$ cat src/rtl/bpu_pkg.sv
`default_nettype none
// ----------------------------------------------------------------------------
// bpu_pkg
// Shared types and constants of the bitmap pixel unpacker.
// ----------------------------------------------------------------------------
package bpu_pkg;

  localparam int MAX_WIDTH       = 4096;
  localparam int MAX_HEIGHT      = 4096;
  localparam int PALETTE_ENTRIES = 256;
  localparam int PAL_IDX_W       = $clog2(PALETTE_ENTRIES);
  localparam int QUEUE_DEPTH     = 4;
  localparam int QPTR_W          = $clog2(QUEUE_DEPTH);

  // Configuration register indexes.
  localparam logic [1:0] REG_FORMAT = 2'd0;
  localparam logic [1:0] REG_WIDTH  = 2'd1;
  localparam logic [1:0] REG_HEIGHT = 2'd2;

  // Pixel formats.
  localparam logic [2:0] FMT_IDX1   = 3'd0;
  localparam logic [2:0] FMT_IDX2   = 3'd1;
  localparam logic [2:0] FMT_IDX4   = 3'd2;
  localparam logic [2:0] FMT_IDX8   = 3'd3;
  localparam logic [2:0] FMT_RGBA8  = 3'd4;
  localparam logic [2:0] FMT_RGBA16 = 3'd5;
  localparam logic [2:0] FMT_RGB24  = 3'd6;
  localparam logic [2:0] FMT_RGBA32 = 3'd7;

  localparam logic [2:0]  FMT_RESET    = FMT_RGBA32;
  localparam logic [12:0] WIDTH_RESET  = 13'd1;
  localparam logic [12:0] HEIGHT_RESET = 13'd1;

  // Job codes passed from the front end to the back end.
  localparam logic [1:0] OP_PAL  = 2'd0;
  localparam logic [1:0] OP_IDX  = 2'd1;
  localparam logic [1:0] OP_WORD = 2'd2;

  typedef struct packed {
    logic [1:0]           op;
    logic [1:0]           depth;     // log2 of bits per index field
    logic [3:0]           count;     // pixels in this job
    logic                 eor_last;  // last pixel of the job ends a row
    logic                 eoi_last;  // last pixel of the job ends the image
    logic [PAL_IDX_W-1:0] pal_index;
    logic [31:0]          data;      // byte, finished pixel or palette word
  } job_t;

  // Bytes per row including padding to a four byte boundary.
  function automatic logic [14:0] calc_row_bytes(input logic [2:0] fmt,
                                                 input logic [12:0] w);
    logic [17:0] bits;
    logic [17:0] rounded;
    begin
      case (fmt)
        FMT_IDX1:   bits = {5'd0, w};
        FMT_IDX2:   bits = {4'd0, w, 1'b0};
        FMT_IDX4:   bits = {3'd0, w, 2'b0};
        FMT_IDX8,
        FMT_RGBA8:  bits = {2'd0, w, 3'b0};
        FMT_RGBA16: bits = {1'd0, w, 4'b0};
        FMT_RGB24:  bits = {1'd0, w, 4'b0} + {2'd0, w, 3'b0};
        default:    bits = {w, 5'b0};
      endcase
      rounded = bits + 18'd31;
      calc_row_bytes = {rounded[17:5], 2'b00};
    end
  endfunction

endpackage
`default_nettype wire

$ cat src/rtl/bpu_queue.sv
`default_nettype none
// ----------------------------------------------------------------------------
// bpu_queue
// Short job queue between the front end and the back end.
// ----------------------------------------------------------------------------
module bpu_queue
  import bpu_pkg::*;
(
  input  wire logic clk,
  input  wire logic rst,
  input  wire logic push,
  input  wire job_t push_job,
  output logic      full,
  input  wire logic pop,
  output job_t      head_job,
  output logic      empty
);

  job_t              slots [QUEUE_DEPTH];
  logic [QPTR_W-1:0] wr_ptr;
  logic [QPTR_W-1:0] rd_ptr;
  logic [QPTR_W:0]   count;

  assign full     = (count == (QPTR_W + 1)'(QUEUE_DEPTH));
  assign empty    = (count == '0);
  assign head_job = slots[rd_ptr];

  always_ff @(posedge clk) begin
    if (rst) begin
      wr_ptr <= '0;
      rd_ptr <= '0;
      count  <= '0;
    end else begin
      if (push) begin
        wr_ptr <= wr_ptr + 1'b1;
      end
      if (pop) begin
        rd_ptr <= rd_ptr + 1'b1;
      end
      case ({push, pop})
        2'b10:   count <= count + 1'b1;
        2'b01:   count <= count - 1'b1;
        default: count <= count;
      endcase
    end
  end

  always_ff @(posedge clk) begin
    if (push) begin
      slots[wr_ptr] <= push_job;
    end
  end

endmodule
`default_nettype wire

$ cat config.mk
export PLATFORM = sky130hd
export DESIGN_NAME = bpu_queue
export DESIGN_NICKNAME = d
export VERILOG_FILES = /design/src/rtl/bpu_pkg.sv /design/src/rtl/bpu_queue.sv
export SDC_FILE = /design/constraint.sdc
export NUM_CORES = 1
export LEC_CHECK = 0
export BUFFER_PORTS_ARGS = -buffer_cell sky130_fd_sc_hd__buf_2
export CAP_MARGIN = 20
export CORE_ASPECT_RATIO = 1.25
export CORE_MARGIN = 4
export CORE_UTILIZATION = 40
export DETAILED_ROUTE_END_ITERATION = 6
export GPL_ROUTABILITY_DRIVEN = 0
export SLEW_MARGIN = 20
export SYNTH_ARGS = -nofsm -noshare
export SYNTH_HDL_FRONTEND = slang
export SYNTH_SLANG_ARGS = --single-unit
$ cat constraint.sdc
create_clock -name clk -period 2 [get_ports clk]
set_input_delay 0.2 -clock clk [delete_from_list [all_inputs] [get_ports clk]]
set_output_delay 0.2 -clock clk [all_outputs]
set_load 0.02 [all_outputs]
==> impl_metrics.prom, run 1 <==
# TYPE chip_impl_metric gauge
chip_impl_info{name="status",value="finished with violations"} 1
chip_impl_info{name="failed_checks",value="setup timing"} 1
chip_impl_metric{name="syn-instance-count",unit=""} 309
chip_impl_info{name="cts_tree",value="yes"} 1
chip_impl_metric{name="post-route-worst-setup-slack",unit="ns"} -0.0304
chip_impl_metric{name="largest_net_degree_at_the_start_of_global_routing",unit=""} 51
chip_impl_metric{name="antenna-diode-count",unit=""} 0
chip_impl_metric{name="grt_pass1_vias",unit=""} 4136
chip_impl_metric{name="ioPinCount",unit=""} 106
chip_impl_metric{name="worst_hold_slack",unit="ns"} 0.0474
chip_impl_metric{name="worst-slew-pin-transition",unit="ns"} 0.386
chip_impl_metric{name="timing.final.crit_share",unit="%"} 102
chip_impl_metric{name="die_area",unit="um^2"} 21600
chip_impl_metric{name="synth_enable_flop_cells",unit=""} 200
chip_impl_metric{name="cts.clk_slew.worst_paths",unit="ns"} 0.06
chip_impl_metric{name="remaining_drc_errors",unit=""} 0
chip_impl_metric{name="gr-usage-met3",unit="%"} 2.59
chip_impl_metric{name="placement_rows",unit=""} 56
chip_impl_metric{name="drv.max_cap_violation_count",unit=""} 0
chip_impl_metric{name="drt_first_pass_iters",unit=""} 4
chip_impl_metric{name="power.density_cell_area",unit="nW/um^2"} 996
chip_impl_metric{name="cts.htree.levels",unit=""} 1
chip_impl_metric{name="critical_path.max_fanout",unit=""} 8
chip_impl_metric{name="tns",unit="ns"} -0.489
chip_impl_info{name="timing.critical_path.from_type",value="flop"} 1
chip_impl_metric{name="grt-ovfl-total",unit=""} 0
chip_impl_metric{name="crit_required",unit="ns"} 1.80
chip_impl_metric{name="drtAntennaViolNets",unit=""} 0
chip_impl_info{name="final_common_cell",value="edfxtp_1"} 1
chip_impl_metric{name="detail_route.wirelength",unit="um"} 14600
chip_impl_metric{name="grt_antenna_before_repair",unit=""} 0
chip_impl_metric{name="die_x",unit="um"} 132
chip_impl_info{name="hp-class",value="in2reg"} 1
chip_impl_metric{name="worst_skew_pair.late_latency",unit="ns"} 0.48
chip_impl_metric{name="synth.avg_cell_area",unit="um^2"} 24.9
chip_impl_metric{name="finish.net_count",unit=""} 555
chip_impl_metric{name="stdcell_count",unit=""} 738
chip_impl_metric{name="ys_warnings",unit=""} 0
chip_impl_metric{name="ys_ff_latch",unit=""} 209
chip_impl_metric{name="finalHoldViolCount",unit=""} 0
chip_impl_info{name="most_frequent_cells_in_the_layout",value="200 x edfxtp_1, 62 x buf_2, 51 x dlygate4sd3_1, 50 x mux4_2, 46 x buf_6"} 1
chip_impl_metric{name="grt_use_met2",unit="%"} 23.8
chip_impl_info{name="cts_root_buffer",value="clkbuf_16"} 1
chip_impl_metric{name="ir_drop",unit="uV"} 548
chip_impl_metric{name="synth_nets",unit=""} 369
chip_impl_metric{name="postSynth.asyncResetShare",unit="%"} 0
chip_impl_info{name="synth_ff_type",value="edfxtp_1"} 1
chip_impl_metric{name="post_synth_num_cell_types",unit=""} 22
chip_impl_metric{name="numCtsBuffers",unit=""} 21
chip_impl_metric{name="die_h",unit="um"} 163
chip_impl_metric{name="initial_core_util",unit="%"} 40.9
chip_impl_info{name="critical_path.endpoint_type",value="output pin"} 1
chip_impl_metric{name="synth_cell_area",unit="um^2"} 7710
chip_impl_metric{name="drt-initial-drc-count",unit=""} 221
chip_impl_metric{name="clk_path_buf_depth",unit=""} 3
chip_impl_metric{name="detailedPlacementHpwl",unit="um"} 8590
chip_impl_info{name="critPathKind",value="reg2out"} 1
chip_impl_info{name="grt.busiest_layer",value="met2"} 1
chip_impl_metric{name="globalRouteMet1Util",unit="%"} 17.0
chip_impl_metric{name="dr_total_vias",unit=""} 3706
chip_impl_metric{name="number_of_sinks_driven_by_the_clock_tree",unit=""} 209
chip_impl_metric{name="buffer_ports.inserted",unit=""} 105
chip_impl_metric{name="place.detailed.instances",unit=""} 644
chip_impl_metric{name="setup-violations-final",unit=""} 34
chip_impl_metric{name="static_leakage",unit="nW"} 3.49
chip_impl_metric{name="grt_first_pass_wirelength",unit="um"} 22700
chip_impl_metric{name="area_growth_syn_to_layout",unit="%"} 31.5
chip_impl_metric{name="finished_layout_cell_area",unit="um^2"} 10100
chip_impl_metric{name="timing.final.max_slew_violations",unit=""} 0
chip_impl_metric{name="preCtsSetupSlack",unit="ns"} 0.283
chip_impl_metric{name="fmaxAchievable",unit="MHz"} 493
chip_impl_metric{name="post_drt_wl_per_cell",unit="um"} 19.7
chip_impl_metric{name="dpl-instance-area",unit="um^2"} 8600
chip_impl_metric{name="timing.final.crit_period",unit="ns"} 2.03
chip_impl_metric{name="track_usage",unit="%"} 13.4
chip_impl_metric{name="post_route_cells_drive_above_1_share",unit="%"} 41.3
chip_impl_metric{name="clock-skew-final",unit="ns"} 0.00869
chip_impl_metric{name="slew_headroom",unit="%"} 74.3
chip_impl_info{name="unrepaired_setup_endpoints_after_global_routing",value="yes"} 1
chip_impl_metric{name="sequential_share_of_the_synthesized_area",unit="%"} 80.3
chip_impl_metric{name="route.detailed.vias_per_inst",unit=""} 5.02
chip_impl_metric{name="worst-endpoint-arrival",unit="ns"} 1.83
chip_impl_metric{name="fp.coreArea",unit="um^2"} 18800
logic make-up (layout without fill, tap and decap cells):
group,after synthesis,in the layout,share of synthesized area [%]
DFF,209,209,80.3
muxes,51,51,14.7
buffers and inverters,19,216,2.16
and+or+nand+nor,16,16,0.990
adders and majority gates,6,6,1.07
xor gates and xnor gates,5,5,0.568
AOI/OAI and AO/OA,3,3,0.195
state kept, by name, indices dropped and copies added, names as in the netlist, named ones only:
register and cells:
slots 200, count 3, rd_ptr 2, wr_ptr 2
metal layers:
metal	vias to the layer above	wire, um
met4	0	272
li1	1673	-
met2	98	7520
met5	-	0
met1	1910	6050
met3	25	707
worst paths after layout:
path,start,end,slack [ns],cells after the start
worst max-delay path,flop,head_job[31],-0.03,4
worst min-delay path,pop,rd_ptr[0],0.05,3
worst max register to register,count[0],count[2],0.41,5
worst min register to register,count[1],count[1],0.54,2
worst max-delay path, stage by stage (launching register included):
cell	delay, ns
dfxtp_4	0.38
buf_6	0.13
buf_12	0.14
mux4_2	0.54
buf_6	0.16
cell usage after synthesis, drive strengths merged, types with 2 or more instances:
library cell | count | share of area [%]
edfxtp | 200 | 78
mux4 | 50 | 15
buf | 12 | 1.8
dfxtp | 9 | 2.3
nor2 | 8 | 0.39
inv | 6 | 0.29
ha | 5 | 0.81
and2 | 4 | 0.32
xor2 | 3 | 0.34
a21oi | 2 | 0.13
xnor2 | 2 | 0.23
cell type report:
cell class	instances	area [um^2]
clock inverter	8	75.1
inverter	6	22.5
tap	232	290
sequential	209	6190
timing repair buffer	176	1640
clock buffer	26	554
multi-input combinational	81	1360
fill	1469	8710
through the flow:
step                      utilization (%)  total power, mW
after floorplan                         -             5.88
after global placement               45.6             6.26
after detailed placement             45.6             6.29
after CTS                            51.9             10.0
after global routing                 53.8             10.5
final                                53.8             10.1
power breakdown:
group | leakage [nW] | internal, mW | switching [mW]
clock network | 0.307 | 2.09 | 1.51
logic | 1.27 | 0.724 | 0.693
registers | 1.91 | 5.02 | 0.0552
what timing repair did:
action,CTS,global route
buffers inserted,3,3
gates resized for setup,8,84
cloned,0,3
hold buffers,51,0
endpoints found under the hold margin,207,0
endpoints found under the setup margin,43,48
Note: power is estimated with default switching activity, not from simulation.
==> run 2: changes to the inputs <==
CORE_ASPECT_RATIO = 1.2   (was 1.25)
==> run 2 against run 1 <==
  * Combinational power fell by 6%
  * Clock skew decreased by 0.0036 ns
  * Largest cell class unchanged
  * Critical endpoint is now head_job[43]
  * The run still ends with setup timing left
  * Die area hardly changed
==> impl_metrics.prom, run 2 (synthesized netlist as in run 1, its figures left out) <==
# TYPE chip_impl_metric gauge
chip_impl_info{name="status",value="finished with violations"} 1
chip_impl_info{name="failed_checks",value="setup timing"} 1
chip_impl_metric{name="number_of_sinks_driven_by_the_clock_tree",unit=""} 209
chip_impl_metric{name="grt_antenna_before_repair",unit=""} 0
chip_impl_metric{name="antenna-diode-count",unit=""} 0
chip_impl_info{name="endpoint",value="head_job[43]"} 1
chip_impl_info{name="unrepaired_setup_endpoints_after_global_routing",value="yes"} 1
chip_impl_metric{name="grt-ovfl-total",unit=""} 0
chip_impl_metric{name="post_drt_wl_per_cell",unit="um"} 19.5
chip_impl_metric{name="worst-endpoint-arrival",unit="ns"} 1.85
chip_impl_metric{name="crit_required",unit="ns"} 1.80
chip_impl_metric{name="detailedPlacementHpwl",unit="um"} 9010
chip_impl_info{name="most_frequent_cells_in_the_layout",value="200 x edfxtp_1, 80 x buf_2, 51 x dlygate4sd3_1, 50 x mux4_2, 25 x buf_6"} 1
chip_impl_metric{name="filler_cell_count",unit=""} 1481
chip_impl_metric{name="buffer_ports.inserted",unit=""} 105
chip_impl_metric{name="fmaxAchievable",unit="MHz"} 487
chip_impl_metric{name="remaining_drc_errors",unit=""} 0
chip_impl_metric{name="finish.net_count",unit=""} 553
chip_impl_metric{name="slew_headroom",unit="%"} 71.0
chip_impl_metric{name="fp.coreArea",unit="um^2"} 18900
chip_impl_metric{name="dr_total_vias",unit=""} 3687
chip_impl_info{name="cts_root_buffer",value="clkbuf_16"} 1
chip_impl_metric{name="placement_rows",unit=""} 55
chip_impl_info{name="final_common_cell",value="edfxtp_1"} 1
chip_impl_metric{name="drtAntennaViolNets",unit=""} 0
chip_impl_info{name="hp-class",value="in2reg"} 1
chip_impl_metric{name="critical_path.max_fanout",unit=""} 5
chip_impl_metric{name="timing.final.crit_period",unit="ns"} 2.05
chip_impl_metric{name="drv.max_cap_violation_count",unit=""} 0
chip_impl_metric{name="initial_core_util",unit="%"} 40.7
chip_impl_metric{name="ir_drop",unit="uV"} 480
chip_impl_metric{name="ioPinCount",unit=""} 106
chip_impl_metric{name="power.density_cell_area",unit="nW/um^2"} 1020
chip_impl_metric{name="timing.final.max_slew_violations",unit=""} 0
chip_impl_metric{name="drt_first_pass_iters",unit=""} 5
chip_impl_info{name="critPathKind",value="reg2out"} 1
chip_impl_metric{name="post-route-worst-setup-slack",unit="ns"} -0.0524
chip_impl_metric{name="worst_hold_slack",unit="ns"} 0.0394
chip_impl_metric{name="drt-initial-drc-count",unit=""} 226
chip_impl_info{name="timing.critical_path.from_type",value="flop"} 1
chip_impl_info{name="registers.top_by_ff_count",value="slots"} 1
chip_impl_metric{name="die_h",unit="um"} 160
chip_impl_metric{name="clk_path_buf_depth",unit=""} 3
chip_impl_metric{name="setup-violations-final",unit=""} 18
chip_impl_metric{name="timing.final.crit_share",unit="%"} 103
chip_impl_metric{name="worst-slew-pin-transition",unit="ns"} 0.435
chip_impl_metric{name="largest_net_degree_at_the_start_of_global_routing",unit=""} 38
chip_impl_metric{name="route.detailed.vias_per_inst",unit=""} 4.82
chip_impl_metric{name="finalHoldViolCount",unit=""} 0
chip_impl_metric{name="cts.htree.levels",unit=""} 1
chip_impl_info{name="crit-reg2reg-launch",value="wr_ptr[0]"} 1
chip_impl_metric{name="post_route_cells_drive_above_1_share",unit="%"} 40.5
chip_impl_metric{name="timing.reg2reg.setup_slack",unit="ns"} 0.35
chip_impl_metric{name="largest_register_ffs",unit=""} 200
chip_impl_metric{name="numCtsBuffers",unit=""} 22
chip_impl_metric{name="die_x",unit="um"} 135
chip_impl_metric{name="ff2ff_path_depth",unit=""} 4
chip_impl_metric{name="static_leakage",unit="nW"} 3.45
chip_impl_metric{name="clock-skew-final",unit="ns"} 0.00510
chip_impl_metric{name="worst_skew_pair.late_latency",unit="ns"} 0.49
chip_impl_metric{name="cts.clk_slew.worst_paths",unit="ns"} 0.06
chip_impl_info{name="cts_tree",value="yes"} 1
chip_impl_metric{name="track_usage",unit="%"} 14.2
chip_impl_metric{name="multi_input_comb_area",unit="um^2"} 1360
chip_impl_metric{name="ff_latch_area",unit="um^2"} 6190
chip_impl_metric{name="area_growth_syn_to_layout",unit="%"} 30.2
chip_impl_metric{name="layout.core_utilization",unit="%"} 53.0
chip_impl_metric{name="detail_route.wirelength",unit="um"} 15000
chip_impl_metric{name="grt_first_pass_wirelength",unit="um"} 23800
chip_impl_info{name="critical_path.endpoint_type",value="output pin"} 1
chip_impl_info{name="regToRegEndpoint",value="slots[0][15]"} 1
chip_impl_info{name="biggestRegsByFlops",value="slots: 200 flops, count: 3 flops"} 1
chip_impl_metric{name="die_area",unit="um^2"} 21600
chip_impl_metric{name="grt_pass1_vias",unit=""} 4276
[run 2: layer usage]
layer	wire length, um	global-route usage (%)
met1	5990	17.7
met2	7770	24.6
met3	940	3.69
met4	255	3.75
met5	0	0
[run 2: worst min-delay path by stage]
| stage | cells past startpoint | end | startpoint |
|---|---|---|---|
| floorplan | 0 | slots[0][0] | push_job[0] |
| finish | 3 | rd_ptr[0] | pop |
| CTS | 3 | rd_ptr[0] | pop |
| global route | 3 | wr_ptr[0] | push |
| detailed placement | 1 | slots[0][3] | push_job[3] |
| global placement | 1 | slots[1][28] | push_job[28] |
[run 2: critical path: stages (launching register included)]
cell,delay [ns]
dfxtp_4,0.41
buf_12,0.14
buf_16,0.13
mux4_2,0.52
buf_6,0.15
[run 2: cell type report]
cell class	instances	area share [%]
Inverter	6	0.224
Sequential cell	209	61.7
Timing Repair Buffer	173	14.6
Clock buffer	33	6.21
Clock inverter	7	0.586
Tap cell	256	3.19
Multi-Input combinational cell	81	13.5
[run 2: what timing repair did]
action,4_1_cts,5_1_grt
setup buffers,1,0
resized for setup,23,29
setup endpoints to repair,36,50
hold endpoints to repair,205,0
gates cloned,2,0
hold buffers,51,0
[run 2: power breakdown]
group	switching (mW)	internal [mW]
combinational	0.684	0.644
clock	1.54	2.28
sequential	0.0573	5.02
total	2.28	7.94
[run 2: per-stage QoR]
stage                     instance area, um^2  TNS, ns  total power, mW  setup WS (ns)  cells
final                                   10000   -0.369             10.2        -0.0524    765
after global routing                    10000    -2.85             10.6        -0.0987    765
after CTS                                9940    -1.54             10.3        -0.0726    765
after detailed placement                 8610        0             6.30          0.281    671
after global placement                   8610        0             6.27          0.329    671
after floorplan                          7710        0             5.88          0.390    309
