--- config.mk ---
export PLATFORM = sky130hd
export DESIGN_NAME = bpu_front
export DESIGN_NICKNAME = d
export VERILOG_FILES = /design/src/rtl/bpu_pkg.sv /design/src/rtl/bpu_front.sv
export SDC_FILE = /design/constraint.sdc
export NUM_CORES = 1
export LEC_CHECK = 0
export BUFFER_PORTS_ARGS = -buffer_cell sky130_fd_sc_hd__buf_2
export CAP_MARGIN = 25
export CORE_UTILIZATION = 50
export CTS_CLUSTER_SIZE = 24
export DETAILED_ROUTE_END_ITERATION = 8
export GPL_ROUTABILITY_DRIVEN = 0
export PLACE_DENSITY = 0.71
export RECOVER_POWER = 100
export SETUP_SLACK_MARGIN = 0.1
export SYNTH_ARGS = -nofsm -noshare
export SYNTH_HDL_FRONTEND = slang
export SYNTH_SLANG_ARGS = --single-unit
--- constraint.sdc ---
create_clock -name clk -period 10.5 [get_ports clk]
set_input_delay 1.05 -clock clk [delete_from_list [all_inputs] [get_ports clk]]
set_output_delay 1.05 -clock clk [all_outputs]
set_load 0.01 [all_outputs]
--- src/rtl/bpu_pkg.sv ---
`default_nettype none
// ----------------------------------------------------------------------------
// bpu_pkg
// Shared types and constants of the bitmap pixel unpacker.
// ----------------------------------------------------------------------------
package bpu_pkg;

  localparam int MAX_WIDTH       = 4096;
  localparam int MAX_HEIGHT      = 4096;
  localparam int PALETTE_ENTRIES = 256;
  localparam int PAL_IDX_W       = $clog2(PALETTE_ENTRIES);
  localparam int QUEUE_DEPTH     = 4;
  localparam int QPTR_W          = $clog2(QUEUE_DEPTH);

  // Configuration register indexes.
  localparam logic [1:0] REG_FORMAT = 2'd0;
  localparam logic [1:0] REG_WIDTH  = 2'd1;
  localparam logic [1:0] REG_HEIGHT = 2'd2;

  // Pixel formats.
  localparam logic [2:0] FMT_IDX1   = 3'd0;
  localparam logic [2:0] FMT_IDX2   = 3'd1;
  localparam logic [2:0] FMT_IDX4   = 3'd2;
  localparam logic [2:0] FMT_IDX8   = 3'd3;
  localparam logic [2:0] FMT_RGBA8  = 3'd4;
  localparam logic [2:0] FMT_RGBA16 = 3'd5;
  localparam logic [2:0] FMT_RGB24  = 3'd6;
  localparam logic [2:0] FMT_RGBA32 = 3'd7;

  localparam logic [2:0]  FMT_RESET    = FMT_RGBA32;
  localparam logic [12:0] WIDTH_RESET  = 13'd1;
  localparam logic [12:0] HEIGHT_RESET = 13'd1;

  // Job codes passed from the front end to the back end.
  localparam logic [1:0] OP_PAL  = 2'd0;
  localparam logic [1:0] OP_IDX  = 2'd1;
  localparam logic [1:0] OP_WORD = 2'd2;

  typedef struct packed {
    logic [1:0]           op;
    logic [1:0]           depth;     // log2 of bits per index field
    logic [3:0]           count;     // pixels in this job
    logic                 eor_last;  // last pixel of the job ends a row
    logic                 eoi_last;  // last pixel of the job ends the image
    logic [PAL_IDX_W-1:0] pal_index;
    logic [31:0]          data;      // byte, finished pixel or palette word
  } job_t;

  // Bytes per row including padding to a four byte boundary.
  function automatic logic [14:0] calc_row_bytes(input logic [2:0] fmt,
                                                 input logic [12:0] w);
    logic [17:0] bits;
    logic [17:0] rounded;
    begin
      case (fmt)
        FMT_IDX1:   bits = {5'd0, w};
        FMT_IDX2:   bits = {4'd0, w, 1'b0};
        FMT_IDX4:   bits = {3'd0, w, 2'b0};
        FMT_IDX8,
        FMT_RGBA8:  bits = {2'd0, w, 3'b0};
        FMT_RGBA16: bits = {1'd0, w, 4'b0};
        FMT_RGB24:  bits = {1'd0, w, 4'b0} + {2'd0, w, 3'b0};
        default:    bits = {w, 5'b0};
      endcase
      rounded = bits + 18'd31;
      calc_row_bytes = {rounded[17:5], 2'b00};
    end
  endfunction

endpackage
`default_nettype wire

--- src/rtl/bpu_front.sv ---
`default_nettype none
// ----------------------------------------------------------------------------
// bpu_front
// Accepts items, keeps the row position and gathers multi-byte pixels.
// ----------------------------------------------------------------------------
module bpu_front
  import bpu_pkg::*;
(
  input  wire logic        clk,
  input  wire logic        rst,
  input  wire logic        cfg_write,
  input  wire logic [1:0]  cfg_index,
  input  wire logic [12:0] cfg_data,
  input  wire logic        in_valid,
  output logic             in_stall,
  input  wire logic        kind,
  input  wire logic [7:0]  data_byte,
  input  wire logic [7:0]  palette_index,
  input  wire logic [31:0] palette_word,
  input  wire logic        q_full,
  output logic             push,
  output job_t             push_job
);

  logic [2:0]  pixel_format;
  logic [12:0] image_width;
  logic [12:0] image_height;

  // Derived limits, clamped and computed combinationally from the registers.
  logic [12:0] width_eff;
  logic [12:0] height_eff;
  logic [14:0] row_bytes;
  logic [12:0] width_clamp;
  logic [12:0] height_clamp;

  logic [14:0] byte_in_row;
  logic [12:0] pixel_in_row;
  logic [11:0] row_number;
  logic [23:0] partial_pixel;
  logic [1:0]  partial_count;

  logic        accept;
  logic        in_row;
  logic [12:0] avail;
  logic [3:0]  per_byte;
  logic [3:0]  n_pix;
  logic        eor;
  logic        last_row;
  logic        complete;
  logic [31:0] raw;
  logic [31:0] word;
  logic [15:0] byte_next;
  logic [23:0] partial_pixel_next;
  logic [1:0]  partial_count_next;

  assign width_clamp  = (image_width == '0) ? 13'd1 :
                        (image_width > 13'(MAX_WIDTH)) ? 13'(MAX_WIDTH) : image_width;
  assign height_clamp = (image_height == '0) ? 13'd1 :
                        (image_height > 13'(MAX_HEIGHT)) ? 13'(MAX_HEIGHT) : image_height;

  assign width_eff  = width_clamp;
  assign height_eff = height_clamp;
  assign row_bytes  = calc_row_bytes(pixel_format, width_clamp);

  always_ff @(posedge clk) begin
    if (rst) begin
      pixel_format <= FMT_RESET;
      image_width  <= WIDTH_RESET;
      image_height <= HEIGHT_RESET;
    end else begin
      if (cfg_write) begin
        case (cfg_index)
          REG_FORMAT: pixel_format <= cfg_data[2:0];
          REG_WIDTH:  image_width  <= cfg_data;
          REG_HEIGHT: image_height <= cfg_data;
          default:    ;
        endcase
      end
    end
  end

  assign in_stall = q_full;
  assign accept   = in_valid && !in_stall;

  assign in_row   = (pixel_in_row < width_eff);
  assign avail    = width_eff - pixel_in_row;
  assign per_byte = 4'd8 >> pixel_format[1:0];
  assign last_row = ({1'b0, row_number} + 13'd1 == height_eff);

  // A packed pixel is complete once its last byte arrives.
  assign complete = (partial_count >= pixel_format[1:0]);
  assign raw      = {8'd0, partial_pixel} | ({24'd0, data_byte} << {partial_count, 3'b000});

  always_comb begin
    case (pixel_format)
      FMT_RGBA8: begin
        word = {8'(raw[7:6] * 8'd85), 8'(raw[5:4] * 8'd85),
                8'(raw[3:2] * 8'd85), 8'(raw[1:0] * 8'd85)};
      end
      FMT_RGBA16: begin
        word = {8'(raw[15:12] * 8'd17), 8'(raw[11:8] * 8'd17),
                8'(raw[7:4] * 8'd17), 8'(raw[3:0] * 8'd17)};
      end
      FMT_RGB24: word = {8'hFF, raw[23:0]};
      default:   word = raw;
    endcase
  end

  always_comb begin
    n_pix              = 4'd0;
    eor                = 1'b0;
    partial_pixel_next = partial_pixel;
    partial_count_next = partial_count;
    if (!pixel_format[2]) begin
      partial_pixel_next = '0;
      partial_count_next = '0;
      if (in_row) begin
        n_pix = (avail < {9'd0, per_byte}) ? avail[3:0] : per_byte;
        eor   = (avail <= {9'd0, per_byte});
      end
    end else if (in_row) begin
      if (complete) begin
        n_pix              = 4'd1;
        eor                = (avail == 13'd1);
        partial_pixel_next = '0;
        partial_count_next = '0;
      end else begin
        partial_pixel_next = raw[23:0];
        partial_count_next = partial_count + 2'd1;
      end
    end
  end

  assign byte_next = {1'b0, byte_in_row} + 16'd1;

  always_ff @(posedge clk) begin
    if (rst) begin
      byte_in_row   <= '0;
      pixel_in_row  <= '0;
      row_number    <= '0;
      partial_pixel <= '0;
      partial_count <= '0;
    end else if (accept && !kind) begin
      if (byte_next >= {1'b0, row_bytes}) begin
        byte_in_row   <= '0;
        pixel_in_row  <= '0;
        partial_pixel <= '0;
        partial_count <= '0;
        row_number    <= last_row || ({1'b0, row_number} + 13'd1 > height_eff) ?
                         12'd0 : row_number + 12'd1;
      end else begin
        byte_in_row   <= byte_next[14:0];
        pixel_in_row  <= pixel_in_row + {9'd0, n_pix};
        partial_pixel <= partial_pixel_next;
        partial_count <= partial_count_next;
      end
    end
  end

  // Bytes that produce no pixel never enter the queue.
  assign push = accept && (kind || (n_pix != 4'd0));

  always_comb begin
    push_job.op        = kind ? OP_PAL : (pixel_format[2] ? OP_WORD : OP_IDX);
    push_job.depth     = pixel_format[1:0];
    push_job.count     = n_pix;
    push_job.eor_last  = eor;
    push_job.eoi_last  = eor && last_row;
    push_job.pal_index = palette_index;
    push_job.data      = kind ? palette_word : (pixel_format[2] ? word : {24'd0, data_byte});
  end

endmodule
`default_nettype wire

==> key figures, run 1 <==
Run status
  • Outcome: complete, but fails checks
  • Violated checks: capacitance limit, slew limit

Floorplan
  • # rows: 47
  • Full die area: 17,360 um2
  • Core area: ~17,000 um2
  • Die Y: 131.8 um
  • # IOs: between 100 and 150
  • Initial core utilization: 0.5094
  • Die Wd: 131.8 um

Synthesis
  • Number of synthesized register bits: between 90 and 100
  • Yosys cell types: slightly below 90
  • Post-synthesis xor/xnor area fraction: 0.05306
  • FFs w/ async S/R, synth: 0
  • Synth warnings: 0
  • Syn Area/Cell: 7.320 um2
  • Post-synth top area share: 0.2259
  • EDFF count, synth: 0
  • Synth Area in Simple Gates: 0.2350
  • Most numerous cell in the Yosys netlist: a21oi_1
  • Area share of fa/ha/maj cells after synthesis: 0.1008
  • Post-synth top cells: a21oi_1, nand2_1, dfxtp_1
  • Cell count after synthesis: approximately 1,200
  • Main combinational cell family by area after synthesis: compound AO/OA/AOI/OAI gates
  • Mux contribution to synthesized area: 0.01620
  • Yosys top cell by area: dfxtp_1
  • Main synth FF type: dfxtp_1
  • Sequential fraction of the synthesis area: 0.2259
  • Synth top area cells: dfxtp_1, ha_1, a21oi_1
  • Compound-Gate Fraction of Synth Area: 0.3071
  • Cell Area, Synth: ~8400 um2
  • Net count after synthesis: 1,285

Clock tree
  • Clock root cell: clkbuf_16
  • Post-CTS Setup Inserts: 0
  • CTS tree: done
  • Clk_lat worst skew: 0.36 ns
  • Inserted Clock Buffers: 9
  • Clk pin slew, worst setup/hold paths: 0.07 ns
  • Hold-fix buffers at CTS: 0
  • CTS max path bufs: 2
  • Clock sink count: 95
  • Post-cts sizing count: 0
  • CTS HTree Levels: 3

Power
  • Leak Pwr: 0.003688 uW
  • Final total power: 952.6 uW
  • Sw power: around 330 uW
  • Comb power frac: 0.265
  • Reg power frac: 0.392
  • Maximum vdd drop: 0.07865 mV
  • Switching share of power: 0.3481
  • Clk network pwr share: 0.343
  • Pint: 621.0 uW
  • Power per cell area: 104.1 nW/um2

Timing
  • Peak Freq: between 0.1 and 0.15 GHz
  • Slew Viols, Final: 147
  • Final Skew: 0.007729 ns
  • Count of final setup violators: 0
  • Least-Margin Pin Slew: 2.350 ns
  • Post-layout min period: 8.222 ns
  • Final hold vios: 0
  • Tcrit/Tclk final: 0.7831
  • Setup TNS: 0 ns
  • Worst slew margin relative to its limit: -0.5663
  • Setup repair after global routing missed its margin: false

Layout
  • Nets@finish: roughly 1,300
  • Ratio of cells with drive above 1 in the final layout: 0.09651
  • N_diodes: 0
  • Area grow syn2layout: 8.725%

GRT
  • Initial antenna violation count: 0
  • Overall Global Routing Usage: 0.2832
  • Vias in the first global route: 7,970
  • Largest net degree at the start of global routing: 56
  • First-pass GRT wire length: 40,280 um
  • Gr ovfl total: 0

Critical path
  • CP max FO: 55
  • Crit path kind: flop to flop
  • Critical path's most frequent cell: a21o_1
  • Req. time, crit path: 10.78 ns
  • Buffer and inverter count on the worst path: 3
  • Largest stage delay on the critical path: approximately 1.7 ns
  • CP arrival: between 8 and 9 ns
  • CP endpoint kind: flop
  • Startpoint class of the critical path: flop
  • CP top delay family: buffers and inverters
  • Slowest cell on crit path: clkbuf_1
  • CP cell instances: clkbuf_1 -> inv_1 -> mux4_2 -> nor2_1 -> nor2_8 -> o211ai_1 -> or4_1 -> nor3_1 -> nand2_1 -> xor2_1 -> ha_1 -> a21o_1 -> a21o_1 -> a21o_1 -> a21o_1 -> a21oi_1 -> o21ai_0 -> nor2_2 -> clkbuf_1 -> o21ai_1 -> a21oi_1

Placed design
  • Number of I/O port buffers: 104
  • Hpwl dp: ~18,000 um

Min path
  • Worst Hold Class: flop to flop

Route
  • Routed wl met3: 1729 um
  • WL/cell: 17.23 um
  • Vias: 8,785
  • Vias/cell: 6.178
  • 1st-pass router iterations: 6
  • WL met2: 11,160 um
  • Top sig layer: met4
  • Routed Antenna Nets: 0
  • Initial DRC count: 668
  • DRC Markers: 0
  • Drt total wl: 24,510 um
  • Routed length on met1: around 11,000 um

Flow run
  • # Max-Cap Violations: 3
state kept, by name, summed over array words and instances (netlist names):
register,cells
row_number,12
pixel_format,3
pixel_in_row,13
partial_pixel,24
image_height,13
partial_count,2
byte_in_row,15
image_width,13
tightest hold or removal path: cells and delay by family (launching register included):
family	cells	cell delay [ns]
simple gates	1	0.06
compound gates	1	0.06
flops	1	0.31
cell usage in the layout, fill, tap and decap left out, types with 10 or more instances in the layout:
cell type,instances
o31ai_1,29
nand2b_1,12
o211ai_1,10
inv_1,42
nor3_1,24
clkbuf_1,47
nor2b_1,17
and3_1,16
nand2_1,132
a21oi_1,151
xor2_1,17
o21a_1,25
xnor2_1,34
dfxtp_1,95
o21ai_0,72
nand3_1,64
ha_1,63
nor2_1,78
buf_2,63
a21o_1,23
stage by stage:
| stage | instances | hold slack, ns | instance area (um2) | setup WS, ns | util |
|---|---|---|---|---|---|
| after global routing | 1422 | 0.4899 | 9153 | 1.746 | 0.5539 |
| after CTS | 1422 | 0.4720 | 9241 | 3.812 | 0.5592 |
| after floorplan | 1150 | 0.4411 | 8418 | 4.779 | - |
| final | 1422 | 0.4705 | 9153 | 2.278 | 0.5539 |
| after detailed placement | 1406 | 0.4624 | 8955 | 3.883 | 0.5419 |
| after global placement | 1406 | 0.4557 | 8955 | 4.078 | 0.5419 |
metal layers:
layer | up-vias | track usage
li1 | 4310 | -
met1 | 4040 | 0.3768
met2 | 372 | 0.4562
met3 | 63 | 0.04498
met4 | 0 | 0.1163
met5 | - | 0
cell type report:
type / instances / area [um2]
clock buffer: 10 / 229.0
clock inverter: 6 / 57.56
fill: 1667 / 7372
inverter: 46 / 172.7
multi-input combinational: 931 / 5991
sequential: 95 / 1902
tap: 220 / 275.3
timing repair buffer: 114 / 525.5
logic make-up after synthesis:
group / after synthesis
AND/OR/NAND/NOR: 398
flip-flops: 95
AO/OA/AOI/OAI: 404
buffers and inverters: 124
XOR/XNOR: 51
adder cells (fa/ha/maj): 66
multiplexers: 12
power by group through the flow:
stage / Combinational, uW / Clock (uW) / Sequential (uW)
after floorplan: 183 / 0 / 379
after global placement: 250 / 0 / 382
after detailed placement: 251 / 0 / 382
after CTS: 253 / 334 / 374
after global routing: 276 / 345 / 375
final: 252 / 327 / 374
final timing paths:
path	slack, ns	end	cells past startpoint	startpoint
max reg2reg	2.28	pixel_in_row[9]	21	pixel_format[0]
min reg2reg	0.47	partial_pixel[22]	2	partial_pixel[22]
min	0.47	partial_pixel[22]	2	partial_pixel[22]
max	2.28	pixel_in_row[9]	21	pixel_format[0]
Note: power is estimated with default switching activity, not from simulation.
==> run 2: changes to the inputs <==
Settings changed: PLACE_DENSITY 0.71 to 0.74.
Clock period 10.5 ns to 7.15 ns, I/O delays scaled along.
==> run 2 against run 1 <==
The flow still finishes with violations (capacitance limit, slew limit). Non-clock buffer count increased by 5. Sequential share of layout area decreased by 0.14 points. Worst hold slack about the same. Core utilization increased by 0.42 points. Global-route usage increased by 0.45 points. Worst setup slack got worse by 1.6 ns. Via count increased by 0.75%. Sequential power increased by 47%. Cell area increased by 0.77%.
==> key figures, run 2 (synthesized netlist as in run 1, its figures left out) <==
Timing
  • Least-Margin Pin Slew: 2.409 ns
  • Count of final setup violators: 0
  • Post-layout min period: ~6.5 ns
  • Tcrit/Tclk final: 0.9036
  • Final Skew: 0.01150 ns
  • Setup TNS: 0 ns
  • Peak Freq: 0.1548 GHz
  • Slew Viols, Final: slightly above 90
  • Worst slew margin relative to its limit: -0.6060
  • Setup repair after global routing missed its margin: false
  • Worst hold slack: 0.4705 ns
  • Worst setup margin: about 0.69 ns
  • Final hold vios: 0

GRT
  • Largest net degree at the start of global routing: 56
  • Vias in the first global route: 8,125
  • Gr ovfl total: 0
  • First-pass GRT wire length: 40,990 um
  • Initial antenna violation count: 0
  • Overall Global Routing Usage: 0.2877

Critical path
  • CP endpoint kind: flop
  • CP max FO: 50
  • Crit path kind: flop to flop
  • Req. time, crit path: 7.43 ns
  • Startpoint class of the critical path: flop
  • CP arrival: around 6.7 ns

Layout
  • Area grow syn2layout: 9.557%
  • N_diodes: 0
  • Nets@finish: around 1,300
  • Ratio of cells with drive above 1 in the final layout: 0.1044
  • Max reg flops: 24
  • Largest registers: partial_pixel: 24 flops, byte_in_row: 15 flops
  • Most flops, register: partial_pixel
  • Final cell count without fillers: 1,427
  • Most common cell after layout, fill and taps aside: a21oi_1
  • Highest-count cells in the layout ignoring fill and taps: a21oi_1, nand2_1, dfxtp_1, nor2_1, o21ai_0

Placed design
  • Placed insts: 1,411
  • Hpwl dp: between 15,000 and 20,000 um
  • Number of I/O port buffers: 104
  • Place WS: 1.010 ns

Floorplan
  • Full die area: ~17,000 um2
  • Initial core utilization: 0.5094
  • Core area: 16,520 um2
  • Die Wd: 131.8 um
  • Die Y: 131.8 um
  • # IOs: ~120
  • # rows: 47

Clock tree
  • Clk pin slew, worst setup/hold paths: 0.08 ns
  • Inserted Clock Buffers: 9
  • Clk_lat worst skew: roughly 0.37 ns
  • CTS tree: done
  • Hold-fix buffers at CTS: 0
  • Clock root cell: clkbuf_16
  • Clock sink count: 95
  • CTS max path bufs: 2
  • Post-cts sizing count: 0
  • CTS HTree Levels: 3
  • Post-CTS Setup Inserts: 0

Route
  • DRC Markers: 0
  • WL/cell: around 17 um
  • 1st-pass router iterations: 7
  • Vias/cell: 6.203
  • Routed Antenna Nets: 0
  • Initial DRC count: 858
  • Drt total wl: 24,720 um
  • Vias: between 8,000 and 9,000

Run status
  • Violated checks: capacitance limit, slew limit
  • Outcome: complete, but fails checks

Power
  • Power per cell area: 154.5 nW/um2
  • Leak Pwr: 0.003735 uW
  • Final total power: 1425 uW
  • Maximum vdd drop: 0.1143 mV

Min path
  • Worst Hold Class: flop to flop

Flow run
  • # Max-Cap Violations: 2
==> run 2: cell count changes in the layout (fill, tap and decap cells not counted), moves of 2 or more <==
cell | before | now
inv_8 | 0 | 2
clkbuf_1 | 47 | 45
buf_4 | 5 | 11
clkinvlp_4 | 2 | 0
inv_6 | 1 | 3
==> run 2: area by class of cell <==
type	count	area (um2)
inverters	46	172.7
clock inverters	6	57.56
well taps	220	275.3
flip-flops and latches	95	1903
multi-input cells	931	6008
fillers	1586	7302
repair buffers	119	566.8
clock buffers	10	239.0
==> run 2: through the flow <==
| stage | util | instance area (um2) |
|---|---|---|
| floorplan | - | 8418 |
| global placement | 0.5442 | 8992 |
| detailed placement | 0.5442 | 8992 |
| CTS | 0.5621 | 9289 |
| global route | 0.5581 | 9223 |
| finish | 0.5581 | 9223 |
==> run 2: final timing paths <==
kind | startpoint | to | slack (ns) | depth (start not counted)
min reg2reg | partial_pixel[4] | partial_pixel[4] | 0.47 | 2
min | partial_pixel[4] | partial_pixel[4] | 0.47 | 2
max | pixel_format[1] | partial_pixel[2] | 0.69 | 21
max reg2reg | pixel_format[1] | partial_pixel[2] | 0.69 | 21
==> run 2: where the power goes <==
group / internal (uW) / total, uW / switching (uW)
sequential: 538 / 548 / 10.5
combinational: 135 / 379 / 244
clock: 255 / 498 / 243
total: 928 / 1420 / 497
==> run 2: worst max-delay path, cell delays in order, from the launching register on <==
cell and delay, ns:
dfxtp_1 0.33, clkbuf_1 0.86, inv_2 0.31, nor2_1 0.58
a32oi_1 0.10, a32oi_1 0.32, a221oi_1 0.14, or4_4 0.56
nor3_1 0.30, nand2_1 0.12, xor2_1 0.20, ha_1 0.33
a21o_1 0.19, a21o_1 0.16, a21o_1 0.16, a21o_1 0.16
a21oi_1 0.14, o21ai_1 0.24, o41ai_4 0.35, buf_4 0.48
nand3_1 0.15, o31ai_1 0.15
==> run 2: routing by layer <==
layer  share of wire  GRT usage  up-vias
met2            0.46     0.4615      370
met3           0.072    0.04268       68
li1                -          -     4309
met4           0.034     0.1350        0
met1            0.44     0.3800     4104
met5               0          0        -
